===== src/design/csid_pkg.sv =====
// Shared constants, types and elaboration-time CRC tables for the chip short ID generator.
package csid_pkg;

    // Message layout: five configured words and the salt, 32 bits each, LSB first
    localparam int unsigned WORD_W    = 32;
    localparam int unsigned MSG_WORDS = 6;
    localparam int unsigned MSG_BITS  = WORD_W * MSG_WORDS;

    // Reflected CRC-32 (IEEE 802.3)
    localparam logic [31:0] CRC_POLY = 32'hEDB8_8320;
    localparam logic [31:0] CRC_INIT = 32'hFFFF_FFFF;

    // Output framing
    localparam int unsigned NUM_CHARS  = 13;
    localparam int unsigned CHAR_W     = 7;
    localparam int unsigned CHAR_IDX_W = 4;
    localparam int unsigned DIGIT_W    = 5;
    localparam int unsigned PACK_W     = 64;
    localparam int unsigned REST_W     = PACK_W - 4;
    localparam int unsigned HALF_W     = 16;
    localparam logic [CHAR_IDX_W-1:0] LAST_CHAR_IDX = CHAR_IDX_W'(NUM_CHARS - 1);

    // Configuration register indexes
    localparam int unsigned CFG_IDX_W = 3;
    typedef enum logic [CFG_IDX_W-1:0] {
        REG_UID_LOW     = 3'd0,
        REG_UID_MID     = 3'd1,
        REG_UID_HIGH    = 3'd2,
        REG_DEVICE_ID   = 3'd3,
        REG_REVISION_ID = 3'd4
    } cfg_reg_t;

    // One column per message bit of a word: its effect on the CRC register
    typedef logic [WORD_W-1:0][31:0] crc_mat_t;

    // Linear effect of each bit of message word w on the final CRC (zero init, no inversion)
    function automatic crc_mat_t crc_word_mat(int unsigned w);
        crc_mat_t    m;
        logic [31:0] c;
        for (int unsigned j = 0; j < WORD_W; j++) begin
            c = '0;
            for (int unsigned n = 0; n < MSG_BITS; n++) begin
                if (n == w * WORD_W + j) begin
                    c[0] = ~c[0];
                end
                c = c[0] ? ((c >> 1) ^ CRC_POLY) : (c >> 1);
            end
            m[j] = c;
        end
        return m;
    endfunction

    // CRC of an all-zero message with the standard init and final inversion
    function automatic logic [31:0] crc_zero_msg();
        logic [31:0] c;
        c = CRC_INIT;
        for (int unsigned n = 0; n < MSG_BITS; n++) begin
            c = c[0] ? ((c >> 1) ^ CRC_POLY) : (c >> 1);
        end
        return ~c;
    endfunction

    // GF(2) matrix times vector: XOR of the columns whose input bit is set
    function automatic logic [31:0] gf2_apply(crc_mat_t m, logic [WORD_W-1:0] v);
        logic [31:0] acc;
        acc = '0;
        for (int unsigned j = 0; j < WORD_W; j++) begin
            acc = acc ^ (m[j] & {32{v[j]}});
        end
        return acc;
    endfunction

    localparam crc_mat_t    MAT_UID_LOW  = crc_word_mat(0);
    localparam crc_mat_t    MAT_UID_MID  = crc_word_mat(1);
    localparam crc_mat_t    MAT_UID_HIGH = crc_word_mat(2);
    localparam crc_mat_t    MAT_DEVICE   = crc_word_mat(3);
    localparam crc_mat_t    MAT_REVISION = crc_word_mat(4);
    localparam crc_mat_t    MAT_SALT     = crc_word_mat(5);
    localparam logic [31:0] CRC_ZERO     = crc_zero_msg();

    // Crockford Base32 alphabet in ASCII
    localparam logic [CHAR_W-1:0] CROCK_ALPHA [32] = '{
        7'h30, 7'h31, 7'h32, 7'h33, 7'h34, 7'h35, 7'h36, 7'h37,
        7'h38, 7'h39, 7'h41, 7'h42, 7'h43, 7'h44, 7'h45, 7'h46,
        7'h47, 7'h48, 7'h4A, 7'h4B, 7'h4D, 7'h4E, 7'h50, 7'h51,
        7'h52, 7'h53, 7'h54, 7'h56, 7'h57, 7'h58, 7'h59, 7'h5A
    };

endpackage


===== src/design/chip_short_id_generator.sv =====
// Top level: salt input register, CRC hash and Crockford Base32 character serializer.
// Each accepted salt yields 13 transfers on the m_ channel, one ASCII character each, most
// significant first, with m_char_index 0..12 and m_last_char on the thirteenth. A salt is
// held in the input register until the output register is free to load its characters;
// the output register sends one character per cycle while m_ready is high, and the next
// salt is taken while the current characters are still going out.
// Configuration writes (cfg_ready is always high) take effect at once; indexes above 4 are
// ignored.
module chip_short_id_generator (
    input  logic                               aclk,
    input  logic                               aresetn,
    input  logic                               s_valid,
    output logic                               s_ready,
    input  logic [31:0]                        s_salt,
    output logic                               m_valid,
    input  logic                               m_ready,
    output logic [csid_pkg::CHAR_W-1:0]        m_id_char,
    output logic [csid_pkg::CHAR_IDX_W-1:0]    m_char_index,
    output logic                               m_last_char,
    input  logic                               cfg_valid,
    output logic                               cfg_ready,
    input  logic [csid_pkg::CFG_IDX_W-1:0]     cfg_index,
    input  logic [31:0]                        cfg_data
);
    import csid_pkg::*;

    logic                  in_valid_reg;
    logic [WORD_W-1:0]     salt_reg;
    logic [PACK_W-1:0]     pack_word;

    logic                  out_valid_reg;
    logic [CHAR_W-1:0]     char_reg;
    logic [CHAR_IDX_W-1:0] index_reg;
    logic                  last_reg;
    logic [REST_W-1:0]     rest_reg;

    logic                  s_fire;
    logic                  m_fire;
    logic                  out_load;
    logic                  out_step;

    csid_hash u_hash (
        .aclk      (aclk),
        .aresetn   (aresetn),
        .cfg_valid (cfg_valid),
        .cfg_ready (cfg_ready),
        .cfg_index (cfg_index),
        .cfg_data  (cfg_data),
        .salt      (salt_reg),
        .pack_word (pack_word)
    );

    // Handshake control
    assign m_fire   = out_valid_reg && m_ready;
    assign out_load = in_valid_reg && (!out_valid_reg || (m_fire && last_reg));
    assign out_step = m_fire && !last_reg;
    assign s_ready  = !in_valid_reg || out_load;
    assign s_fire   = s_valid && s_ready;

    // Input register
    always_ff @(posedge aclk) begin
        if (!aresetn) begin
            in_valid_reg <= 1'b0;
        end else if (s_fire) begin
            in_valid_reg <= 1'b1;
        end else if (out_load) begin
            in_valid_reg <= 1'b0;
        end
    end

    always_ff @(posedge aclk) begin
        if (s_fire) begin
            salt_reg <= s_salt;
        end
    end

    // Output valid
    always_ff @(posedge aclk) begin
        if (!aresetn) begin
            out_valid_reg <= 1'b0;
        end else if (out_load) begin
            out_valid_reg <= 1'b1;
        end else if (m_fire && last_reg) begin
            out_valid_reg <= 1'b0;
        end
    end

    // Character serializer: top digit holds 4 bits, then 12 five-bit digits
    always_ff @(posedge aclk) begin
        if (out_load) begin
            char_reg  <= CROCK_ALPHA[{1'b0, pack_word[PACK_W-1:REST_W]}];
            rest_reg  <= pack_word[REST_W-1:0];
            index_reg <= '0;
            last_reg  <= 1'b0;
        end else if (out_step) begin
            char_reg  <= CROCK_ALPHA[rest_reg[REST_W-1:REST_W-DIGIT_W]];
            rest_reg  <= {rest_reg[REST_W-DIGIT_W-1:0], {DIGIT_W{1'b0}}};
            index_reg <= index_reg + CHAR_IDX_W'(1);
            last_reg  <= (index_reg + CHAR_IDX_W'(1)) == LAST_CHAR_IDX;
        end
    end

    assign m_valid      = out_valid_reg;
    assign m_id_char    = char_reg;
    assign m_char_index = index_reg;
    assign m_last_char  = last_reg;

    // Last flag tracks the final index
    assert property (@(posedge aclk) disable iff (!aresetn)
        out_valid_reg |-> (last_reg == (index_reg == LAST_CHAR_IDX)))
        else $error("last flag out of step with character index");

    // A held salt is the only reason to refuse input
    assert property (@(posedge aclk) disable iff (!aresetn)
        !s_ready |-> in_valid_reg)
        else $error("input stalled with empty input register");

    // A non-final transfer moves on to the next character
    assert property (@(posedge aclk) disable iff (!aresetn)
        out_step |=> (out_valid_reg && index_reg == $past(index_reg) + CHAR_IDX_W'(1)))
        else $error("character index did not advance");

    // A waiting salt starts a fresh identifier right after the final character
    assert property (@(posedge aclk) disable iff (!aresetn)
        (m_fire && last_reg && in_valid_reg) |=> (out_valid_reg && index_reg == '0))
        else $error("next identifier not started after last character");

endmodule


===== src/design/csid_hash.sv =====
// Configuration registers and the combinational CRC-32 over the 24-byte ID message.
module csid_hash (
    input  logic                                aclk,
    input  logic                                aresetn,
    input  logic                                cfg_valid,
    output logic                                cfg_ready,
    input  logic [csid_pkg::CFG_IDX_W-1:0]      cfg_index,
    input  logic [csid_pkg::WORD_W-1:0]         cfg_data,
    input  logic [csid_pkg::WORD_W-1:0]         salt,
    output logic [csid_pkg::PACK_W-1:0]         pack_word
);
    import csid_pkg::*;

    // Per-word CRC contributions, folded in when the register is written
    logic [31:0]       contrib_reg [MSG_WORDS-1];
    logic [HALF_W-1:0] dev_lo_reg;
    logic [HALF_W-1:0] rev_lo_reg;
    logic [31:0]       crc;

    assign cfg_ready = 1'b1;

    // Register writes; unused indexes are dropped
    always_ff @(posedge aclk) begin
        if (!aresetn) begin
            for (int unsigned i = 0; i < MSG_WORDS - 1; i++) begin
                contrib_reg[i] <= '0;
            end
            dev_lo_reg <= '0;
            rev_lo_reg <= '0;
        end else if (cfg_valid && cfg_ready) begin
            unique case (cfg_index)
                REG_UID_LOW:  contrib_reg[0] <= gf2_apply(MAT_UID_LOW, cfg_data);
                REG_UID_MID:  contrib_reg[1] <= gf2_apply(MAT_UID_MID, cfg_data);
                REG_UID_HIGH: contrib_reg[2] <= gf2_apply(MAT_UID_HIGH, cfg_data);
                REG_DEVICE_ID: begin
                    contrib_reg[3] <= gf2_apply(MAT_DEVICE, cfg_data);
                    dev_lo_reg     <= cfg_data[HALF_W-1:0];
                end
                REG_REVISION_ID: begin
                    contrib_reg[4] <= gf2_apply(MAT_REVISION, cfg_data);
                    rev_lo_reg     <= cfg_data[HALF_W-1:0];
                end
                default: ;
            endcase
        end
    end

    // CRC is affine in the message: zero-message CRC XOR every word's contribution
    assign crc = CRC_ZERO ^ contrib_reg[0] ^ contrib_reg[1] ^ contrib_reg[2]
               ^ contrib_reg[3] ^ contrib_reg[4] ^ gf2_apply(MAT_SALT, salt);

    assign pack_word = {crc, dev_lo_reg, rev_lo_reg};

endmodule


===== config.mk =====
export PLATFORM = sky130hd
export DESIGN_NAME = chip_short_id_generator
export DESIGN_NICKNAME = d
export VERILOG_FILES = /design/src/design/csid_pkg.sv /design/src/design/chip_short_id_generator.sv /design/src/design/csid_hash.sv
export SDC_FILE = /design/constraint.sdc
export NUM_CORES = 1
export LEC_CHECK = 0
export BUFFER_PORTS_ARGS = -buffer_cell sky130_fd_sc_hd__buf_2
export CORE_MARGIN = 4
export CORE_UTILIZATION = 60
export DETAILED_ROUTE_END_ITERATION = 16
export PLACE_DENSITY = 0.77
export SETUP_SLACK_MARGIN = 0.4
export SYNTH_ARGS = -nofsm -noshare
export SYNTH_HDL_FRONTEND = slang
export SYNTH_HIERARCHICAL = 1
export SYNTH_SLANG_ARGS = --single-unit

===== constraint.sdc =====
create_clock -name aclk -period 7.1 [get_ports aclk]
set_input_delay 0.71 -clock aclk [delete_from_list [all_inputs] [get_ports aclk]]
set_output_delay 0.71 -clock aclk [all_outputs]
set_load 0.05 [all_outputs]

* Yosys cells after proc, flatten, opt, wreduce, memory -nomap -nowiden
Memories as Yosys holds them, arrays and structs flattened. Cells that the tools add are included.
Storage, ports and cells: word-level logic and storage cells 273, output and inout bits 15, input port bits 72, memory bits (read-only) 448, memories kept 3, latch bits 0, RAM bits 160, register bits after elaboration 138
Operators by class: multiply operators 0, equality and inequality tests 5, reduce and logical (&&, ||, !) cells 16, divide/modulo/power cells 0, shift operators 0, bitwise logic cells 199, muxes and demuxes 38, order comparisons 2, add/subtract/negate cells 1
Memories:
- (no name shown) | depth 32, width 7, read ports 1, clocked after Yosys merged registers in 0, wr ports 0, RTL line chip_short_id_generator.sv:96 | char_reg <= CROCK_ALPHA[rest_reg[REST_W-1:REST_W-DIGIT_W]];
- (no name shown) | depth 32, width 7, read ports 1, clocked after Yosys merged registers in 0, wr ports 0, RTL line chip_short_id_generator.sv:91 | char_reg <= CROCK_ALPHA[{1'b0, pack_word[PACK_W-1:REST_W]}];
- u_hash.contrib_reg | depth 5, width 32, read ports 5, clocked after Yosys merged registers in 0, wr ports 5, RTL line csid_hash.sv:15 | logic [31:0] contrib_reg [MSG_WORDS-1];
Operators by type and width (count):
- $xor 32x32->32 | 89
- $xor 32x31->32 | 42
- $xor 32x30->32 | 21
- $xor 32x29->32 | 15
- $xor 32x28->32 | 8
- $xor 32x27->32 | 7
- $mux 32 | 5
- $xor 32x26->32 | 4
- $mux 60 | 2
- $xor 32x25->32 | 2
- $mux 7 | 6
- $xor 31x32->32 | 1
- $xor 32x23->32 | 1
- $xor 32x24->32 | 1
- $mux 1 | 25
- $ge 6x6->1 const B | 2
- $not 12->12 | 1
- $eq 3x2->1 const B | 2
- $not 4->6 | 1
- $not 5->6 | 1
- $reduce_bool 2->1 | 3
- $logic_and 1x1->1 | 5
- $or 1x1->1 | 5
- $add 4x1->4 const B | 1
- 7 further kinds | 11

* Logic depth before layout (Yosys ltp)
Gate-level depths: netlist (run 1).
depth after elaboration 37, gate-level depth with buffers 12, mapped depth without buffers 11

* Hierarchy
Netlist (run 1), hierarchy kept.
By module, submodules not included:
- csid_hash | times used 1, area each 21056.4 µm², sequential area each 5445.2 µm², cells each 1846
- chip_short_id_generator | times used 1, area each 4464.3 µm², sequential area each 3113.0 µm², cells each 380

* Worst setup path before layout (run 1)
OpenSTA, ideal clock, no wires.
path type input port to flip-flop, from input cfg_index[2] in the netlist's numbering, to memory u_hash.contrib_reg[0][0] (enable), required time 6.630 ns, path buffers 1, arrival time 3.327 ns, path slack 3.302 ns, setup time 0.470 ns, stages 2, cell sequence clkbuf_1 -> o31ai_1
RTL lines:
- start, declared | RTL line chip_short_id_generator.sv:22 | input logic [csid_pkg::CFG_IDX_W-1:0] cfg_index,
- end, declared | RTL line csid_hash.sv:15

* Final worst setup path (run 1)
from register salt_reg[29], to register char_reg[1] (netlist: m_id_char[1]), data pin
On the way: cells in the longest elaborated chain, start to end 9
Ends and longest elaborated chain:
- start, declared | RTL line chip_short_id_generator.sv:28 | logic [WORD_W-1:0] salt_reg;
- start signal, assigned | RTL line chip_short_id_generator.sv:73 | salt_reg <= s_salt;
- $xor 32x30->32 | RTL line csid_pkg.sv:68 | acc = acc ^ (m[j] & {32{v[j]}});
- $xor 32x31->32 | RTL line csid_pkg.sv:68
- $xor 32x32->32 | RTL line csid_pkg.sv:68
- $xor 32x32->32 | RTL line csid_hash.sv:50 | ^ contrib_reg[3] ^ contrib_reg[4] ^ gf2_apply(MAT_SALT, salt);
- named net pack_word[61] | RTL line chip_short_id_generator.sv:29 | logic [PACK_W-1:0] pack_word;
- $not 4->6 (not written as such) | RTL line chip_short_id_generator.sv:91
- $mem_v2 32x7
- $mux 7 (not written as such) (2 in series) | RTL line chip_short_id_generator.sv:91
- $mux 7 | RTL line chip_short_id_generator.sv:90 | if (out_load) begin
- end signal, assigned | RTL line chip_short_id_generator.sv:91
- end signal, assigned | RTL line chip_short_id_generator.sv:96
- end, declared | RTL line chip_short_id_generator.sv:32 | logic [CHAR_W-1:0] char_reg;
The timed path passes the listed nets, and every way through them passes these cells. The select of a mux whose other input is x is not followed. A chain may end at the register's enable or synchronous reset.

==> results of run 1 <==
## where the power goes
part | internal [uW] | total (uW) | switching, uW
Clock | 1130 | 1920 | 787
Sequential | 2180 | 2330 | 149
Combinational | 2280 | 5310 | 3030
## synth_stat cells (2+ instances only)
cell	count	area (um^2)
buf_2	41	205
xor3_1	7	166
dfxtp_1	39	781
inv_1	7	26.3
o21a_1	2	15.0
ha_1	9	113
xnor2_4	21	578
a211oi_1	2	15.0
nor3_1	2	10.0
xnor2_2	37	602
xor2_1	208	1820
o31ai_1	2	15.0
clkbuf_1	47	176
mux2i_1	5	50.1
a22o_1	16	140
buf_4	32	240
and2_1	7	43.8
edfxtp_1	259	7780
xor2_4	3	82.6
nor2b_1	7	43.8
nor3b_1	2	15.0
nor2_1	164	616
a21oi_1	7	35.0
nand2_1	213	800
xnor2_1	895	7840
o21ai_0	9	45.0
xor2_2	9	146
nand3_1	2	10.0
a21boi_0	16	120
nand2b_1	8	50.1
xnor3_1	118	2660
buf_6	7	78.8
a31oi_1	4	25.0
## critical path: cells and delay by family, from the launching register on
family                     cells  cell delay, ns
DFF                            1            0.56
AOI/OAI and AO/OA              2            0.37
and+or+nand+nor                2            0.24
adders and majority gates      1            0.31
buffers and inverters          1            0.10
xor gates and xnor gates       5            1.86
## placed cells by master, fill, tap and decap left out, drive strengths merged, types with 5 or more instances in the layout
| cell | Yosys | layout |
|---|---|---|
| a21oi | 7 | 7 |
| a22o | 16 | 16 |
| clkinvlp | 0 | 5 |
| xor2 | 220 | 220 |
| o21ai | 10 | 10 |
| a21boi | 18 | 18 |
| nand2 | 213 | 213 |
| and2 | 8 | 8 |
| clkinv | 0 | 8 |
| edfxtp | 259 | 259 |
| nor2b | 8 | 8 |
| mux2i | 5 | 5 |
| inv | 7 | 10 |
| ha | 9 | 9 |
| xnor3 | 119 | 119 |
| dfxtp | 39 | 39 |
| buf | 80 | 123 |
| nor2 | 164 | 164 |
| nand2b | 8 | 8 |
| xor3 | 7 | 7 |
| clkbuf | 47 | 43 |
| xnor2 | 953 | 953 |
## routing by layer
layer / up-vias / global-route usage [%]
li1: 7194 / -
met1: 8421 / 53.0
met2: 1236 / 64.3
met3: 317 / 10.6
met4: 0 / 25.2
met5: - / 0
## area by class of cell
| type | instances | share of cell area, % |
|---|---|---|
| flip-flops and latches | 298 | 31.1 |
| clock buffers | 43 | 3.52 |
| well taps | 539 | 2.45 |
| inverters | 7 | 0.0956 |
| multi-input cells | 1794 | 59.3 |
| clock inverters | 20 | 0.874 |
| repair buffers | 123 | 2.60 |
## worst max path at each step
stage / from / endpoint / slack, ns / depth (start not counted)
after floorplan: cfg_index[2] / u_hash/contrib_reg[0][0]$_SDFFCE_PP0P_ / 3.30 / 2
after global placement: cfg_data[7] / u_hash/contrib_reg[0][82]$_SDFFCE_PP0P_ / 3.00 / 6
after detailed placement: cfg_data[7] / u_hash/contrib_reg[0][82]$_SDFFCE_PP0P_ / 3.11 / 6
after CTS: salt_reg[29]$_DFFE_PP_ / m_id_char[1]$_DFFE_PP_ / 3.53 / 11
after global routing: salt_reg[16]$_DFFE_PP_ / m_id_char[1]$_DFFE_PP_ / 3.37 / 11
final: salt_reg[29]$_DFFE_PP_ / m_id_char[1]$_DFFE_PP_ / 3.49 / 11
## kinds of logic after synthesis
kind of cell    synth area share, %
simple gates                   6.45
mux                           0.284
fa+ha+maj                     0.441
other cells                  0.0147
buf+inv                        2.85
xor+xnor                       54.5
flops                          33.5
compound gates                 1.89
## metrics by stage
stage | area [um^2] | power, uW | cells
floorplan | 25500 | 5950 | 2226
global placement | 26300 | 7470 | 2760
detailed placement | 26300 | 7480 | 2760
CTS | 27500 | 9410 | 2823
global route | 27500 | 9750 | 2824
finish | 27500 | 9560 | 2824
==> results by group, run 1 <==
Logic synthesis
  – Post-Syn Area: 25,500 um^2
  – Distinct cells, synth: 52
  – Post-synthesis sequential area ratio: 33.5%
  – Synth Flop Type: edfxtp_1
  – Async SR Flop Fraction: 0%
  – Post-synth EDFFs: 259
  – Post-synthesis cell count: 2,226
  – YS warnings: 6
  – Synth Area per Inst: 11.5 um^2
  – Syn_nets: 2,307
  – Post-synthesis register bit count: 298

Routing
  – Top layer in use: met4
  – Met3 Wirelength: 11,300 um
  – Remaining design rule violation count: 0
  – DRT iter0 DRCs: 2,737
  – Drt total wl: 97,600 um
  – Vias per Instance: 6.08
  – Detail Route Antenna Nets: 0
  – Metal2 WL: 43,300 um
  – DR WL/cell: 34.5 um
  – WL met1: 35,600 um
  – First-pass detailed-route iteration total: 6
  – DR vias: 17.2k

Worst setup path
  – CP Launch Type: flip-flop
  – FF-to-FF End: m_id_char[1]$_DFFE_PP_
  – WP data arrival: 4.00 ns
  – Kind of end point of the critical path: flip-flop
  – CP dominant cell by count: xnor2_1
  – CP Max Fanout: 5
  – Critical Path Max Stage Delay: 0.64 ns
  – Reg-to-reg critical path startpoint: salt_reg[29]$_DFFE_PP_
  – Critical path required time: 7.49 ns
  – CP cell instances: xnor2_1 -> xnor2_1 -> xor2_1 -> xnor2_1 -> xnor2_1 -> inv_1 -> ha_1 -> nand2b_1 -> a31oi_1 -> nor2_1 -> a31oi_1
  – Crit-path slowest cell: xnor2_1
  – Reg2Reg Setup Slack: 3.49 ns
  – R2R cell count: 11
  – WS Path Type: reg2reg

STA
  – Final setup TNS: 0 ns
  – Final hold slack: 0.333 ns
  – FMAX: 277 MHz
  – Endpoints failing setup: 0
  – Worst relative slew slack: 9.46%
  – Final Max Tran Viols: 0
  – RSZ-0062 raised after global routing: no
  – Slew @ Worst Pin: 1.35 ns
  – Post-route minimum period: 3.61 ns
  – Tcrit/Tclk final: 50.9%
  – Number of hold violations in the final report: 0
  – Slack of the critical path: 3.49 ns
  – Clock skew: 0.0162 ns

Placed design
  – I/O Buffers: 85
  – Placer Congestion: 1.11
  – Dpl hpwl: 73,500 um
  – Pre-CTS WS: 3.11 ns

Clock network
  – Hold buffers post-CTS: 0
  – Clk buf depth: 3
  – CTS Root Cell: clkbuf_16
  – Clock-pin slew on the worst setup and hold paths: 0.07 ns
  – Number of H-tree levels: 2
  – Total CTS buffers: 35
  – Setup bufs post-CTS: 0
  – Clk_lat worst skew: 0.56 ns
  – TritonCTS clock tree: built
  – Clock Sinks: 298
  – Resized Gates After CTS: 0

Floorplanning
  – Starting Density: 60.7%
  – Core Area: 42,000 um^2
  – Chip height: 214 um
  – DIE AREA: 45,900 um^2
  – IO Pins: 87
  – Placement row count: 75
  – Die X: 214 um

Cells and area
  – Filler Cell Count: 3,253
  – Ant diodes: 0
  – Finished Core Util: 65.4%
  – Layout cells sized above 1: 11.4%
  – Max reg flops: 160
  – P&R area growth vs syn: 7.67%
  – Count of nets after finishing: 2,340
  – Register area: 8560 um^2
  – Multi-input logic area: 16,300 um^2

Power
  – Lkg Pwr: 0.0103 uW
  – Peak supply drop: 0.255 mV
  – Cell Pwr Density: 348 nW/um^2

Run status
  – Outcome: finished, final reports clean

Worst hold path
  – HP Start: s_salt[8]
  – Hold endpoint: salt_reg[8]$_DFFE_PP_
  – Hold crit path type: in2reg
  – WHS Path Cells: 1

Flow run
  – Max Cap Viol: 0

GRT
  – Initial antenna violation count: 1
  – Vias in the first global route: 16.9k
  – First-pass GRT wire length: 134,000 um
  – Largest net degree at the start of global routing: 99
  – Global route total overflow: 0
  – GRT Util Overall: 41.6%
(Power assumes the default switching activity.)
==> inputs of run 2 (changes only) <==
clock period = 3.8 ns   (was 7.1 ns; I/O delays follow)
==> results by group, run 2 (synthesis results as in run 1) <==
Flow run
  – Max Cap Viol: 0 (unchanged)

Power
  – Sequential share of power: 24.2% (was 24.4%)
  – Clk pwr share: 18.3% (was 20.0%)
  – Switching share of power: 42.3% (was 41.5%)
  – Combinational Power Share: 57.5% (was 55.6%)
  – Cell Int Power: 10,300 uW (was 5590 uW)
  – Peak supply drop: 0.395 mV (was 0.255 mV)
  – Lkg Pwr: 0.0108 uW (was 0.0103 uW)
  – Cell Pwr Density: 633 nW/um^2 (was 348 nW/um^2)
  – P_sw: 7540 uW (was 3970 uW)

Cells and area
  – Ant diodes: 0 (unchanged)
  – Filler Cell Count: 3,219 (was 3,253)
  – Max reg flops: 160 (unchanged)
  – Most common cell after layout, fill and taps aside: xnor2_1 (unchanged)
  – Finished Core Util: 67.1% (was 65.4%)
  – P&R area growth vs syn: 10.5% (was 7.67%)
  – Layout cells sized above 1: 13.6% (was 11.4%)
  – Count of nets after finishing: 2,438 (was 2,340)
  – Most frequent cells in the layout: xnor2_1 (895), edfxtp_1 (259), nand2_1 (212) (unchanged)

Clock network
  – Resized Gates After CTS: 0 (unchanged)
  – Clk buf depth: 3 (unchanged)
  – Clk_lat worst skew: 0.57 ns (was 0.56 ns)
  – CTS Root Cell: clkbuf_16 (unchanged)
  – Total CTS buffers: 34 (was 35)
  – Hold buffers post-CTS: 29 (was 0)
  – Number of H-tree levels: 2 (unchanged)
  – Clock-pin slew on the worst setup and hold paths: 0.06 ns (was 0.07 ns)
  – TritonCTS clock tree: built (unchanged)
  – Setup bufs post-CTS: 0 (unchanged)
  – Clock Sinks: 298 (unchanged)

STA
  – FMAX: 314 MHz (was 277 MHz)
  – Final setup TNS: 0 ns (unchanged)
  – Final hold slack: 0.0321 ns (was 0.333 ns)
  – Slew @ Worst Pin: 1.19 ns (was 1.35 ns)
  – Number of hold violations in the final report: 0 (unchanged)
  – Tcrit/Tclk final: 83.7% (was 50.9%)
  – RSZ-0062 raised after global routing: no (unchanged)
  – Endpoints failing setup: 0 (unchanged)
  – Worst relative slew slack: 20.0% (was 9.46%)
  – Final Max Tran Viols: 0 (unchanged)
  – Post-route minimum period: 3.18 ns (was 3.61 ns)
  – Clock skew: 0.0202 ns (was 0.0162 ns)

Floorplanning
  – Placement row count: 75 (unchanged)
  – DIE AREA: 45,900 um^2 (unchanged)
  – Starting Density: 60.7% (unchanged)
  – Die X: 214 um (unchanged)
  – Chip height: 214 um (unchanged)
  – IO Pins: 87 (unchanged)
  – Core Area: 42,000 um^2 (unchanged)

Routing
  – DR vias: 17.3k (was 17.2k)
  – DRT iter0 DRCs: 2,432 (was 2,737)
  – Vias per Instance: 5.94 (was 6.08)
  – Detail Route Antenna Nets: 0 (unchanged)
  – Drt total wl: 95,400 um (was 97,600 um)
  – First-pass detailed-route iteration total: 5 (was 6)
  – Remaining design rule violation count: 0 (unchanged)
  – DR WL/cell: 32.7 um (was 34.5 um)

Worst setup path
  – CP Max Fanout: 5 (unchanged)
  – Reg2Reg Setup Slack: 0.62 ns (was 3.49 ns)
  – WP data arrival: 3.58 ns (was 4.00 ns)
  – CP Launch Type: flip-flop (unchanged)
  – Reg-to-reg critical path startpoint: salt_reg[29]$_DFFE_PP_ (unchanged)
  – R2R cell count: 11 (unchanged)
  – FF-to-FF End: m_id_char[1]$_DFFE_PP_ (unchanged)
  – WS Path Type: reg2reg (unchanged)
  – Kind of end point of the critical path: flip-flop (unchanged)
  – Critical path required time: 4.20 ns (was 7.49 ns)

Placed design
  – I/O Buffers: 85 (unchanged)
  – Dpl hpwl: 74,600 um (was 73,500 um)
  – Placer Congestion: 1.09 (was 1.11)

Worst hold path
  – Hold endpoint: salt_reg[0]$_DFFE_PP_ (was salt_reg[8]$_DFFE_PP_)
  – Hold crit path type: in2reg (unchanged)
  – HP Start: s_salt[0] (was s_salt[8])
  – WHS Path Cells: 1 (unchanged)

GRT
  – GRT Util Overall: 40.8% (was 41.6%)
  – Global route total overflow: 0 (unchanged)
  – Largest net degree at the start of global routing: 131 (was 99)
  – First-pass GRT wire length: 132,000 um (was 134,000 um)
  – Vias in the first global route: 17.2k (was 16.9k)
  – Initial antenna violation count: 1 (unchanged)

Run status
  – Outcome: finished, final reports clean (unchanged)
==> run 2: cell count changes in the layout (fill, tap and decap cells not counted), sizes merged <==
cell,change
clkbuf,-3
clkinv,+7
clkinvlp,-3
bufinv,-2
buf,+69
dlygate4sd3,+30
inv,-1
==> run 2: layout make-up <==
type / count / area [um^2] / share of cell area, %
flip-flops and latches: 298 / 8560 / 30.4
multi-input cells: 1794 / 16300 / 57.8
well taps: 539 / 674 / 2.39
clock inverters: 21 / 218 / 0.772
repair buffers: 222 / 1540 / 5.47
clock buffers: 40 / 883 / 3.13
inverters: 7 / 26.3 / 0.0932
==> run 2: power groups by stage <==
| stage | clock network (uW) | registers, uW | logic, uW |
|---|---|---|---|
| 2_1_floorplan | 0 | 4340 | 6780 |
| 3_3_place_gp | 0 | 4360 | 9930 |
| 3_5_place_dp | 0 | 4380 | 9890 |
| 4_1_cts | 3290 | 4320 | 9980 |
| 5_1_grt | 3440 | 4340 | 10500 |
| 6_report | 3260 | 4320 | 10300 |
==> run 2: worst max-delay path: stages, from the launching register on <==
cell and delay (ns):
edfxtp_1 0.51, xnor2_1 0.47, xnor2_1 0.26, xor2_1 0.28, xnor2_1 0.13, xnor2_1 0.37, inv_1 0.09, ha_1 0.31
nand2b_1 0.16, a31oi_1 0.20, nor2_1 0.06, a31oi_1 0.17
==> run 2: worst max path at each step <==
stage	slack, ns	start	end
2_1_floorplan	0.33	cfg_index[2]	u_hash/contrib_reg[0][0]$_SDFFCE_PP0P_
3_3_place_gp	0.50	cfg_data[3]	u_hash/contrib_reg[0][79]$_SDFFCE_PP0P_
3_5_place_dp	0.51	cfg_data[3]	u_hash/contrib_reg[0][79]$_SDFFCE_PP0P_
4_1_cts	0.67	salt_reg[29]$_DFFE_PP_	m_id_char[1]$_DFFE_PP_
5_1_grt	0.51	salt_reg[29]$_DFFE_PP_	m_id_char[1]$_DFFE_PP_
6_report	0.62	salt_reg[29]$_DFFE_PP_	m_id_char[1]$_DFFE_PP_
==> run 2: metrics by stage <==
stage                     total power, uW  std cells  setup WS (ns)  cell area, um^2
after detailed placement            14300       2830          0.510            26800
final                               17800       2921          0.620            28200
after floorplan                     11100       2226          0.332            25500
after CTS                           17600       2920          0.671            28200
after global routing                18200       2921          0.506            28200
after global placement              14300       2830          0.498            26800
==> run 2: metal layers <==
| metal | track usage, % | up-vias | wire [um] |
|---|---|---|---|
| met5 | 0 | - | 12 |
| met3 | 11.2 | 334 | 11200 |
| met1 | 51.8 | 8364 | 34700 |
| met2 | 62.2 | 1240 | 41700 |
| met4 | 25.1 | 2 | 7770 |
| li1 | - | 7397 | - |
